<file path="config.mk">
export PLATFORM = sky130hd
export DESIGN_NAME = sha1_byte_stream_hasher
export DESIGN_NICKNAME = d
export VERILOG_FILES = /design/src/rtl/sha1s_pkg.sv /design/src/rtl/sha1s_round_core.sv /design/src/rtl/sha1_byte_stream_hasher.sv
export SDC_FILE = /design/constraint.sdc
export NUM_CORES = 2
export LEC_CHECK = 0
export BUFFER_PORTS_ARGS = -buffer_cell sky130_fd_sc_hd__buf_4
export CORE_MARGIN = 1
export CORE_UTILIZATION = 55
export CTS_CLUSTER_DIAMETER = 60
export DETAILED_ROUTE_END_ITERATION = 16
export MAX_ROUTING_LAYER = met4
export PLACE_DENSITY = 0.71
export SETUP_SLACK_MARGIN = 0.02
export SYNTH_ARGS = -nofsm -noshare
export SYNTH_HDL_FRONTEND = slang
export SYNTH_SLANG_ARGS = --single-unit
</file>
<file path="constraint.sdc">
create_clock -name i_clk -period 21.7 [get_ports i_clk]
set_input_delay 5.425 -clock i_clk [delete_from_list [all_inputs] [get_ports i_clk]]
set_output_delay 5.425 -clock i_clk [all_outputs]
set_load 0.01 [all_outputs]
</file>
<file path="src/rtl/sha1s_pkg.sv">
// Shared types and constants for the SHA-1 byte stream hasher.
// No dependencies; imported by the round core and the top level.
package sha1s_pkg;

    typedef logic [31:0] t_word;

    // Five 32-bit words; index 0 is H0 (or working variable a).
    typedef logic [4:0][31:0] t_chain;

    // Status that the round core reports to the sequencer.
    typedef struct packed {
        logic busy;
        logic step;
        logic done;
    } t_cmp_stat;

    localparam t_chain H_INIT = {32'hC3D2E1F0, 32'h10325476, 32'h98BADCFE,
                                 32'hEFCDAB89, 32'h67452301};

    localparam t_word K_PH0 = 32'h5A827999;
    localparam t_word K_PH1 = 32'h6ED9EBA1;
    localparam t_word K_PH2 = 32'h8F1BBCDC;
    localparam t_word K_PH3 = 32'hCA62C1D6;

    localparam logic [7:0] PAD_BYTE    = 8'h80;
    localparam logic [5:0] FILL_LEN_AT = 6'd56;
    localparam logic [2:0] LAST_IDX    = 3'd4;
    localparam logic [6:0] ROUND_LAST  = 7'd79;

endpackage

</file>
<file path="src/rtl/sha1s_round_core.sv">
// Iterative SHA-1 compression: one round per cycle over the working variables.
// Depends on sha1s_pkg; the schedule word comes from the caller's block register.
module sha1s_round_core (
    input  logic               i_clk,
    input  logic               i_rst_n,
    input  logic               i_start,
    input  sha1s_pkg::t_chain  i_chain,
    input  sha1s_pkg::t_word   i_w,
    output sha1s_pkg::t_cmp_stat o_stat,
    output sha1s_pkg::t_chain  o_work
);
    import sha1s_pkg::*;

    t_chain     r_work;
    t_chain     n_work;
    logic [6:0] r_round;
    logic [6:0] n_round;
    logic       r_busy;
    logic       n_busy;
    logic       r_done;
    logic       n_done;

    t_word w_a;
    t_word w_b;
    t_word w_c;
    t_word w_d;
    t_word w_e;
    t_word w_f;
    t_word w_k;
    t_word w_t;

    assign w_a = r_work[0];
    assign w_b = r_work[1];
    assign w_c = r_work[2];
    assign w_d = r_work[3];
    assign w_e = r_work[4];

    always_comb begin
        if (r_round < 7'd20) begin
            w_f = (w_b & w_c) | (~w_b & w_d);
            w_k = K_PH0;
        end else if (r_round < 7'd40) begin
            w_f = w_b ^ w_c ^ w_d;
            w_k = K_PH1;
        end else if (r_round < 7'd60) begin
            w_f = (w_b & w_c) | (w_b & w_d) | (w_c & w_d);
            w_k = K_PH2;
        end else begin
            w_f = w_b ^ w_c ^ w_d;
            w_k = K_PH3;
        end
    end

    assign w_t = {w_a[26:0], w_a[31:27]} + w_f + w_e + w_k + i_w;

    always_comb begin
        n_work  = r_work;
        n_round = r_round;
        n_busy  = r_busy;
        n_done  = 1'b0;
        if (i_start) begin
            n_work  = i_chain;
            n_round = '0;
            n_busy  = 1'b1;
        end else if (r_busy) begin
            n_work[0] = w_t;
            n_work[1] = w_a;
            n_work[2] = {w_b[1:0], w_b[31:2]};
            n_work[3] = w_c;
            n_work[4] = w_d;
            n_round   = r_round + 7'd1;
            if (r_round == ROUND_LAST) begin
                n_busy = 1'b0;
                n_done = 1'b1;
            end
        end
    end

    always_ff @(posedge i_clk) begin
        if (!i_rst_n) begin
            r_round <= '0;
            r_busy  <= 1'b0;
            r_done  <= 1'b0;
        end else begin
            r_round <= n_round;
            r_busy  <= n_busy;
            r_done  <= n_done;
        end
    end

    always_ff @(posedge i_clk) begin
        r_work <= n_work;
    end

    assign o_stat.busy = r_busy;
    assign o_stat.step = r_busy;
    assign o_stat.done = r_done;
    assign o_work      = r_work;

    a_start_idle: assert property (@(posedge i_clk) disable iff (!i_rst_n)
        i_start |-> !r_busy)
        else $error("compression started while rounds are running");

    a_done_after_last: assert property (@(posedge i_clk) disable iff (!i_rst_n)
        r_busy && (r_round == ROUND_LAST) |=> r_done && !r_busy)
        else $error("final round did not raise done");

    a_round_range: assert property (@(posedge i_clk) disable iff (!i_rst_n)
        r_busy |-> (r_round <= ROUND_LAST))
        else $error("round counter ran past the last round");

endmodule

</file>
<file path="src/rtl/sha1_byte_stream_hasher.sv">
// SHA-1 over a byte stream. A byte request that fills a block starts a compression,
// and input stalls until it ends. A closing request shifts in pad and length bytes
// (up to 72), runs one or two compressions, then emits five digest words, one per free
// output cycle. The shared round core runs one SHA-1 round per cycle, 80 per block.
// Synchronous active-low reset: sequencer idle, chain at H0..H4, byte count zero.
// Depends on sha1s_pkg and sha1s_round_core.
module sha1_byte_stream_hasher (
    input  logic        i_clk,
    input  logic        i_rst_n,
    input  logic        i_in_valid,
    output logic        o_in_stall,
    input  logic [7:0]  i_data_byte,
    input  logic        i_has_byte,
    input  logic        i_end_of_message,
    output logic        o_out_valid,
    input  logic        i_out_stall,
    output logic [31:0] o_digest_word,
    output logic [2:0]  o_word_index,
    output logic        o_last_word
);
    import sha1s_pkg::*;

    typedef enum logic [4:0] {
        S_IDLE = 5'b00001,
        S_PAD  = 5'b00010,
        S_LEN  = 5'b00100,
        S_COMP = 5'b01000,
        S_OUT  = 5'b10000
    } t_state;

    t_state      r_state;
    t_state      n_state;
    t_state      r_ret;
    t_state      n_ret;
    t_chain      r_chain;
    t_chain      n_chain;
    logic [63:0] r_count;
    logic [63:0] n_count;
    logic [5:0]  r_fill;
    logic [5:0]  n_fill;
    logic        r_pad_first;
    logic        n_pad_first;
    logic [2:0]  r_len_idx;
    logic [2:0]  n_len_idx;
    logic [2:0]  r_oidx;
    logic [2:0]  n_oidx;
    logic        r_out_valid;
    logic        n_out_valid;
    logic [511:0] r_blk;
    logic [31:0] r_out_word;
    logic [2:0]  r_out_idx;
    logic        r_out_last;

    logic        w_byte_shift;
    logic [7:0]  w_shift_byte;
    logic        w_cmp_start;
    logic        w_out_load;
    logic        w_out_free;
    logic [5:0]  w_fill_inc;
    logic [63:0] w_bits;
    t_word       w_next_w;
    t_cmp_stat   w_cmp_stat;
    t_chain      w_work;

    assign w_fill_inc = r_fill + 6'd1;
    assign w_bits     = {r_count[60:0], 3'b000};
    assign w_out_free = !r_out_valid || !i_out_stall;

    // Schedule expansion over the block register: the top word is W[t].
    assign w_next_w = r_blk[511-13*32 -: 32] ^ r_blk[511-8*32 -: 32] ^
                      r_blk[511-2*32 -: 32] ^ r_blk[511:480];

    sha1s_round_core u_core (
        .i_clk   (i_clk),
        .i_rst_n (i_rst_n),
        .i_start (w_cmp_start),
        .i_chain (r_chain),
        .i_w     (r_blk[511:480]),
        .o_stat  (w_cmp_stat),
        .o_work  (w_work)
    );

    always_comb begin
        n_state      = r_state;
        n_ret        = r_ret;
        n_chain      = r_chain;
        n_count      = r_count;
        n_fill       = r_fill;
        n_pad_first  = r_pad_first;
        n_len_idx    = r_len_idx;
        n_oidx       = r_oidx;
        n_out_valid  = r_out_valid && i_out_stall;
        w_byte_shift = 1'b0;
        w_shift_byte = i_data_byte;
        w_cmp_start  = 1'b0;
        w_out_load   = 1'b0;
        case (r_state)
            S_IDLE: begin
                if (i_in_valid) begin
                    n_pad_first = 1'b1;
                    if (i_has_byte) begin
                        w_byte_shift = 1'b1;
                        n_fill       = w_fill_inc;
                        n_count      = r_count + 64'd1;
                    end
                    if (i_has_byte && (w_fill_inc == '0)) begin
                        w_cmp_start = 1'b1;
                        n_state     = S_COMP;
                        n_ret       = i_end_of_message ? S_PAD : S_IDLE;
                    end else if (i_end_of_message) begin
                        n_state = S_PAD;
                    end
                end
            end
            S_PAD: begin
                w_byte_shift = 1'b1;
                w_shift_byte = r_pad_first ? PAD_BYTE : 8'h00;
                n_pad_first  = 1'b0;
                n_fill       = w_fill_inc;
                if (w_fill_inc == '0) begin
                    w_cmp_start = 1'b1;
                    n_state     = S_COMP;
                    n_ret       = S_PAD;
                end else if (w_fill_inc == FILL_LEN_AT) begin
                    n_state   = S_LEN;
                    n_len_idx = 3'd7;
                end
            end
            S_LEN: begin
                // Bit length goes out most significant byte first.
                w_byte_shift = 1'b1;
                w_shift_byte = w_bits[{r_len_idx, 3'b000} +: 8];
                n_len_idx    = r_len_idx - 3'd1;
                n_fill       = w_fill_inc;
                if (w_fill_inc == '0) begin
                    w_cmp_start = 1'b1;
                    n_state     = S_COMP;
                    n_ret       = S_OUT;
                    n_oidx      = '0;
                end
            end
            S_COMP: begin
                if (w_cmp_stat.done) begin
                    for (int i = 0; i < 5; i++) begin
                        n_chain[i] = r_chain[i] + w_work[i];
                    end
                    n_state = r_ret;
                end
            end
            S_OUT: begin
                if (w_out_free) begin
                    w_out_load  = 1'b1;
                    n_out_valid = 1'b1;
                    n_oidx      = r_oidx + 3'd1;
                    if (r_oidx == LAST_IDX) begin
                        n_chain = H_INIT;
                        n_count = '0;
                        n_state = S_IDLE;
                    end
                end
            end
            default: begin
                n_state = S_IDLE;
            end
        endcase
    end

    always_ff @(posedge i_clk) begin
        if (!i_rst_n) begin
            r_state     <= S_IDLE;
            r_ret       <= S_IDLE;
            r_chain     <= H_INIT;
            r_count     <= '0;
            r_fill      <= '0;
            r_pad_first <= 1'b0;
            r_len_idx   <= '0;
            r_oidx      <= '0;
            r_out_valid <= 1'b0;
        end else begin
            r_state     <= n_state;
            r_ret       <= n_ret;
            r_chain     <= n_chain;
            r_count     <= n_count;
            r_fill      <= n_fill;
            r_pad_first <= n_pad_first;
            r_len_idx   <= n_len_idx;
            r_oidx      <= n_oidx;
            r_out_valid <= n_out_valid;
        end
    end

    // Bytes shift in at the bottom; each round shifts out W[t] and appends W[t+16].
    always_ff @(posedge i_clk) begin
        if (w_byte_shift) begin
            r_blk <= {r_blk[503:0], w_shift_byte};
        end else if (w_cmp_stat.step) begin
            r_blk <= {r_blk[479:0], w_next_w[30:0], w_next_w[31]};
        end
        if (w_out_load) begin
            r_out_word <= r_chain[r_oidx];
            r_out_idx  <= r_oidx;
            r_out_last <= (r_oidx == LAST_IDX);
        end
    end

    assign o_in_stall    = (r_state != S_IDLE);
    assign o_out_valid   = r_out_valid;
    assign o_digest_word = r_out_word;
    assign o_word_index  = r_out_idx;
    assign o_last_word   = r_out_last;

    a_core_in_comp: assert property (@(posedge i_clk) disable iff (!i_rst_n)
        w_cmp_stat.busy |-> (r_state == S_COMP))
        else $error("round core busy outside the compression state");

    a_len_fill: assert property (@(posedge i_clk) disable iff (!i_rst_n)
        (r_state == S_LEN) |-> (r_fill >= FILL_LEN_AT))
        else $error("length bytes placed before the pad reached its position");

    a_out_fill: assert property (@(posedge i_clk) disable iff (!i_rst_n)
        (r_state == S_OUT) |-> (r_fill == '0))
        else $error("digest emitted with a partly filled block");

    a_last_index: assert property (@(posedge i_clk) disable iff (!i_rst_n)
        (o_out_valid && o_last_word) |-> (o_word_index == LAST_IDX))
        else $error("last digest word flagged at the wrong index");

endmodule
</file>
==> results.env <==
OUTCOME='complete, but fails checks'
FAILED_CHECKS='design-rule violations'
CLOCK_SKEW_PS=28.4
POWER.SEQUENTIAL.FRACTION=0.428
CRITICAL-PATH-SLOWEST-CELL='sky130_fd_sc_hd__buf_4'
PLACE_WS_PS=12140
CLKLATENCYLATEPIN_PS=700
CP_SLOWEST_STAGE_DELAY_PS=900
POWER_SWITCHING_W=0.00246
POST-ROUTE-PERIOD-UTIL=0.407
INITIAL_CORE_UTIL=0.557
WORST_SLEW_SLACK_AS_A_FRACTION_OF_ITS_LIMIT=0.174
ACTUAL_SLEW_AT_THE_WORST_MAX_SLEW_PIN_PS=1240
NUM-NETS-FINAL=6027
YOSYS.CELL_TYPES.COUNT=93
YS.FLOP_TYPE='sky130_fd_sc_hd__edfxtp_1'
SWITCHING_SHARE=0.349
GRT-OVFL-TOTAL=0
WORST_PATH_BUFS_INVS=4
DR_TOTAL_VIAS=41064
DRC=6
TOTAL_CLOCK_SINKS=960
SEQ_AREA_SQ_UM=26300
SYNTH_ASYNC_SR_FLOP_SHARE=0
SETUP_WS_PS=12870
ROUTED_WIRELENGTH_MM=141
SYNTH-EDFF-COUNT=708
CRITPATHMAXFANOUT=101
INTPOWER_W=0.00458
CLOCKBUFFERDEPTH=3
HPWLAFTERDP_MM=94.5
FINAL.FILL_COUNT=8015
DETAIL_ROUTE.FIRST_PASS.ITERATIONS=11
CTS-BUFFERS-INSERTED=107
POST-CTS-SETUP-BUFFER-COUNT=0
ACHIEVABLE-FREQUENCY_MHz=113
YS_WARNINGS=0
CRITPATHMOSTFREQUENTCELL='sky130_fd_sc_hd__buf_4'
MAX-VDD-IR-DROP_mV=0.119
POWER.STATIC_LEAKAGE_nW=24.5
LAYOUT.CELLS.MOST_COMMON='sky130_fd_sc_hd__nand2_1'
SYNTHESIS.AREA_SQ_UM=53900
POSTSYNTHCELLCOUNT=5735
YS_SEQ_ELEMENTS=960
RSZ_0062_RAISED_AFTER_GLOBAL_ROUTING='no'
CRITICAL_PATH_CLASS='in -> reg'
DESIGN.CORE.AREA_SQ_UM=96900
WORST_SETUP_HOLD_PATH_CLK_SLEW_PS=60
DETAIL-ROUTE-ANTENNA-NETS=0
PLACE.PORT_BUFFERS=51
POST_SYNTH.CELL_AREA_AVG_SQ_UM=9.40
CP-END-KIND='flop'
GRT_START_MAX_NET_PINS=204
AREA_GROWTH_SYN_TO_LAYOUT_PCT=9.36
GRT_PASS1_VIAS=38750
MAX_CAP_VIOL_COUNT=0
CRIT_PATH_CELL_TRACE='buf_4 -> nand4_2 -> and3_4 -> buf_4 -> buf_4 -> buf_4 -> a21oi_1'
DIE_H_UM=315
GRT_PASS1_WL_MM=219
FP.DIEAREA_SQ_UM=99300
DRT_ITER0_DRC=4108
COUNT_OF_CELLS_RESIZED_BY_POST_CTS_REPAIR=0
STARTPOINT_TYPES='input pin'
POST_DRT_VIA_CELL_RATIO=5.82
TOTALNEGATIVESETUPSLACK_PS=0
FLOORPLAN.DIE.WIDTH_UM=315
CTS_ROOT_BUF='sky130_fd_sc_hd__clkbuf_16'
SETUP_VIOLATING_ENDPOINT_COUNT_IN_THE_FINAL_REPORT=0
CPLARGESTDELAYFAMILY='buffers and inverters'
DRV_SLEW=0
CLOCK_TREE_FROM_TRITONCTS='done'
CRITPATHARRIVALTIME_PS=9230
GP_CONGESTION=0.934
FINALCRITICALPERIOD_PS=8830
SYNTH_SEQUENTIAL_AREA_RATIO=0.488
CTS_HOLD_BUF=0
GLOBALROUTETOTALUTIL=0.291
PLACEMENT_ROWS=114
MIN-DELAY-PATH-CLASS='reg -> reg'
MULTIINPUTGATEAREA_SQ_UM=25800
SYNTHESIS.NETS=6074
MOSTFREQUENTLAYOUTCELLS='2028 x sky130_fd_sc_hd__nand2_1, 708 x sky130_fd_sc_hd__edfxtp_1, 259 x sky130_fd_sc_hd__inv_1'
HTREE_DEPTH=3
ANTENNA_FOUND_INITIAL=1
SHARE_OF_CELLS_ABOVE_DRIVE_STRENGTH_1=0.0633
POWER_FRAC_CLOCK=0.265
TIMING.CRITICAL_PATH.REQUIRED_PS=22100
TIMING.HOLD.WS_PS=491
DESIGN.PORTCOUNT=52
CELLPOWERDENSITY_nW_PER_UM2=119
POST_DRT_WL_PER_CELL_UM=20.0
FINAL_HOLD_VIOL_COUNT=0
COMBINATIONALPOWERSHARE=0.307
## through the flow
stage / power [W] / area, sq um / instances / util
after CTS: 0.00708 / 59000 / 7057 / 0.609
after global routing: 0.00749 / 59000 / 7057 / 0.609
after detailed placement: 0.00520 / 55400 / 6855 / 0.572
after floorplan: 0.00483 / 53900 / 5735 / -
after global placement: 0.00514 / 55400 / 6855 / 0.572
final: 0.00705 / 59000 / 7058 / 0.609
## flip-flops by register name, summed over array words and instances, names as in the netlist, 6 cells and up
name and cells:
r_blk 512, r_chain 160, r_count 61, o_digest_word 32, u_core.w_a 32, u_core.w_b 32
u_core.w_c 32, u_core.w_d 32, u_core.w_e 32, u_core.r_round 7, r_fill 6
## cells by family after synthesis
| kind of cell | Yosys count | synth area share |
|---|---|---|
| buf+inv | 511 | 0.0358 |
| simple gates | 2676 | 0.205 |
| mux | 93 | 0.0278 |
| flops | 960 | 0.488 |
| fa+ha+maj | 325 | 0.0920 |
| compound gates | 857 | 0.100 |
| xor+xnor | 313 | 0.0509 |
## cell usage after synthesis, types with 20 or more instances
library cell | n | area (sq um)
sky130_fd_sc_hd__inv_1 | 259 | 972
sky130_fd_sc_hd__o22ai_1 | 48 | 300
sky130_fd_sc_hd__and2_1 | 25 | 156
sky130_fd_sc_hd__o21ai_0 | 223 | 1120
sky130_fd_sc_hd__ha_1 | 206 | 2580
sky130_fd_sc_hd__nor2_1 | 251 | 942
sky130_fd_sc_hd__nor3_1 | 44 | 220
sky130_fd_sc_hd__a21o_1 | 87 | 653
sky130_fd_sc_hd__nand2_1 | 2034 | 7630
sky130_fd_sc_hd__mux4_2 | 45 | 1010
sky130_fd_sc_hd__xor2_1 | 111 | 972
sky130_fd_sc_hd__dfxtp_1 | 252 | 5040
sky130_fd_sc_hd__nand2b_1 | 32 | 200
sky130_fd_sc_hd__nand3_1 | 68 | 340
sky130_fd_sc_hd__nand4_1 | 24 | 150
sky130_fd_sc_hd__xnor2_1 | 202 | 1770
sky130_fd_sc_hd__mux2i_1 | 44 | 440
sky130_fd_sc_hd__clkbuf_1 | 220 | 826
sky130_fd_sc_hd__o21bai_1 | 26 | 195
sky130_fd_sc_hd__fa_1 | 119 | 2380
sky130_fd_sc_hd__nor2b_1 | 69 | 432
sky130_fd_sc_hd__edfxtp_1 | 708 | 21300
sky130_fd_sc_hd__a211oi_1 | 20 | 150
sky130_fd_sc_hd__or3_1 | 30 | 188
sky130_fd_sc_hd__o21a_1 | 20 | 150
sky130_fd_sc_hd__a22oi_1 | 47 | 353
sky130_fd_sc_hd__and3_1 | 38 | 238
sky130_fd_sc_hd__buf_1 | 26 | 97.6
sky130_fd_sc_hd__a21oi_1 | 219 | 1100
## power groups by stage
stage	combinational [W]	clock, W	sequential (W)
floorplan	0.00167	0	0.00315
global placement	0.00209	0	0.00304
detailed placement	0.00216	0	0.00305
CTS	0.00217	0.00189	0.00301
global route	0.00246	0.00196	0.00306
finish	0.00216	0.00187	0.00302
## worst register-to-register path: cells and delay by family (launching register included)
family / cells / cell delay, ps
AOI/OAI and AO/OA: 7 / 2710
xor gates and xnor gates: 1 / 220
adders and majority gates: 4 / 1550
buffers and inverters: 8 / 1910
DFF: 1 / 480
and+or+nand+nor: 5 / 940
## area by class of cell
cell class	instances	area share
Timing Repair Buffer	94	0.0124
Tap cell	1276	0.0271
Clock inverter	65	0.0120
Clock buffer	137	0.0489
Sequential cell	960	0.446
Antenna cell	1	0.0000424
Multi-Input combinational cell	4264	0.437
Inverter	261	0.0166
## metal layers
metal | vias to the layer above | wire, um | global-route usage
met5 | - | 0 | -
met4 | 0 | 6120 | 0.121
met3 | 327 | 10400 | 0.0426
met2 | 1490 | 63900 | 0.439
met1 | 19795 | 60500 | 0.395
li1 | 19452 | - | -
## final timing paths
path	start	to	slack, ps	cells after the start
min	r_ret[4]	r_ret[4]	490	2
max	i_in_valid	r_blk[27]	12870	7
min reg2reg	r_ret[4]	r_ret[4]	490	2
max reg2reg	u_core.r_round[3]	u_core.w_a[30]	13590	25
(Power assumes the default switching activity.)
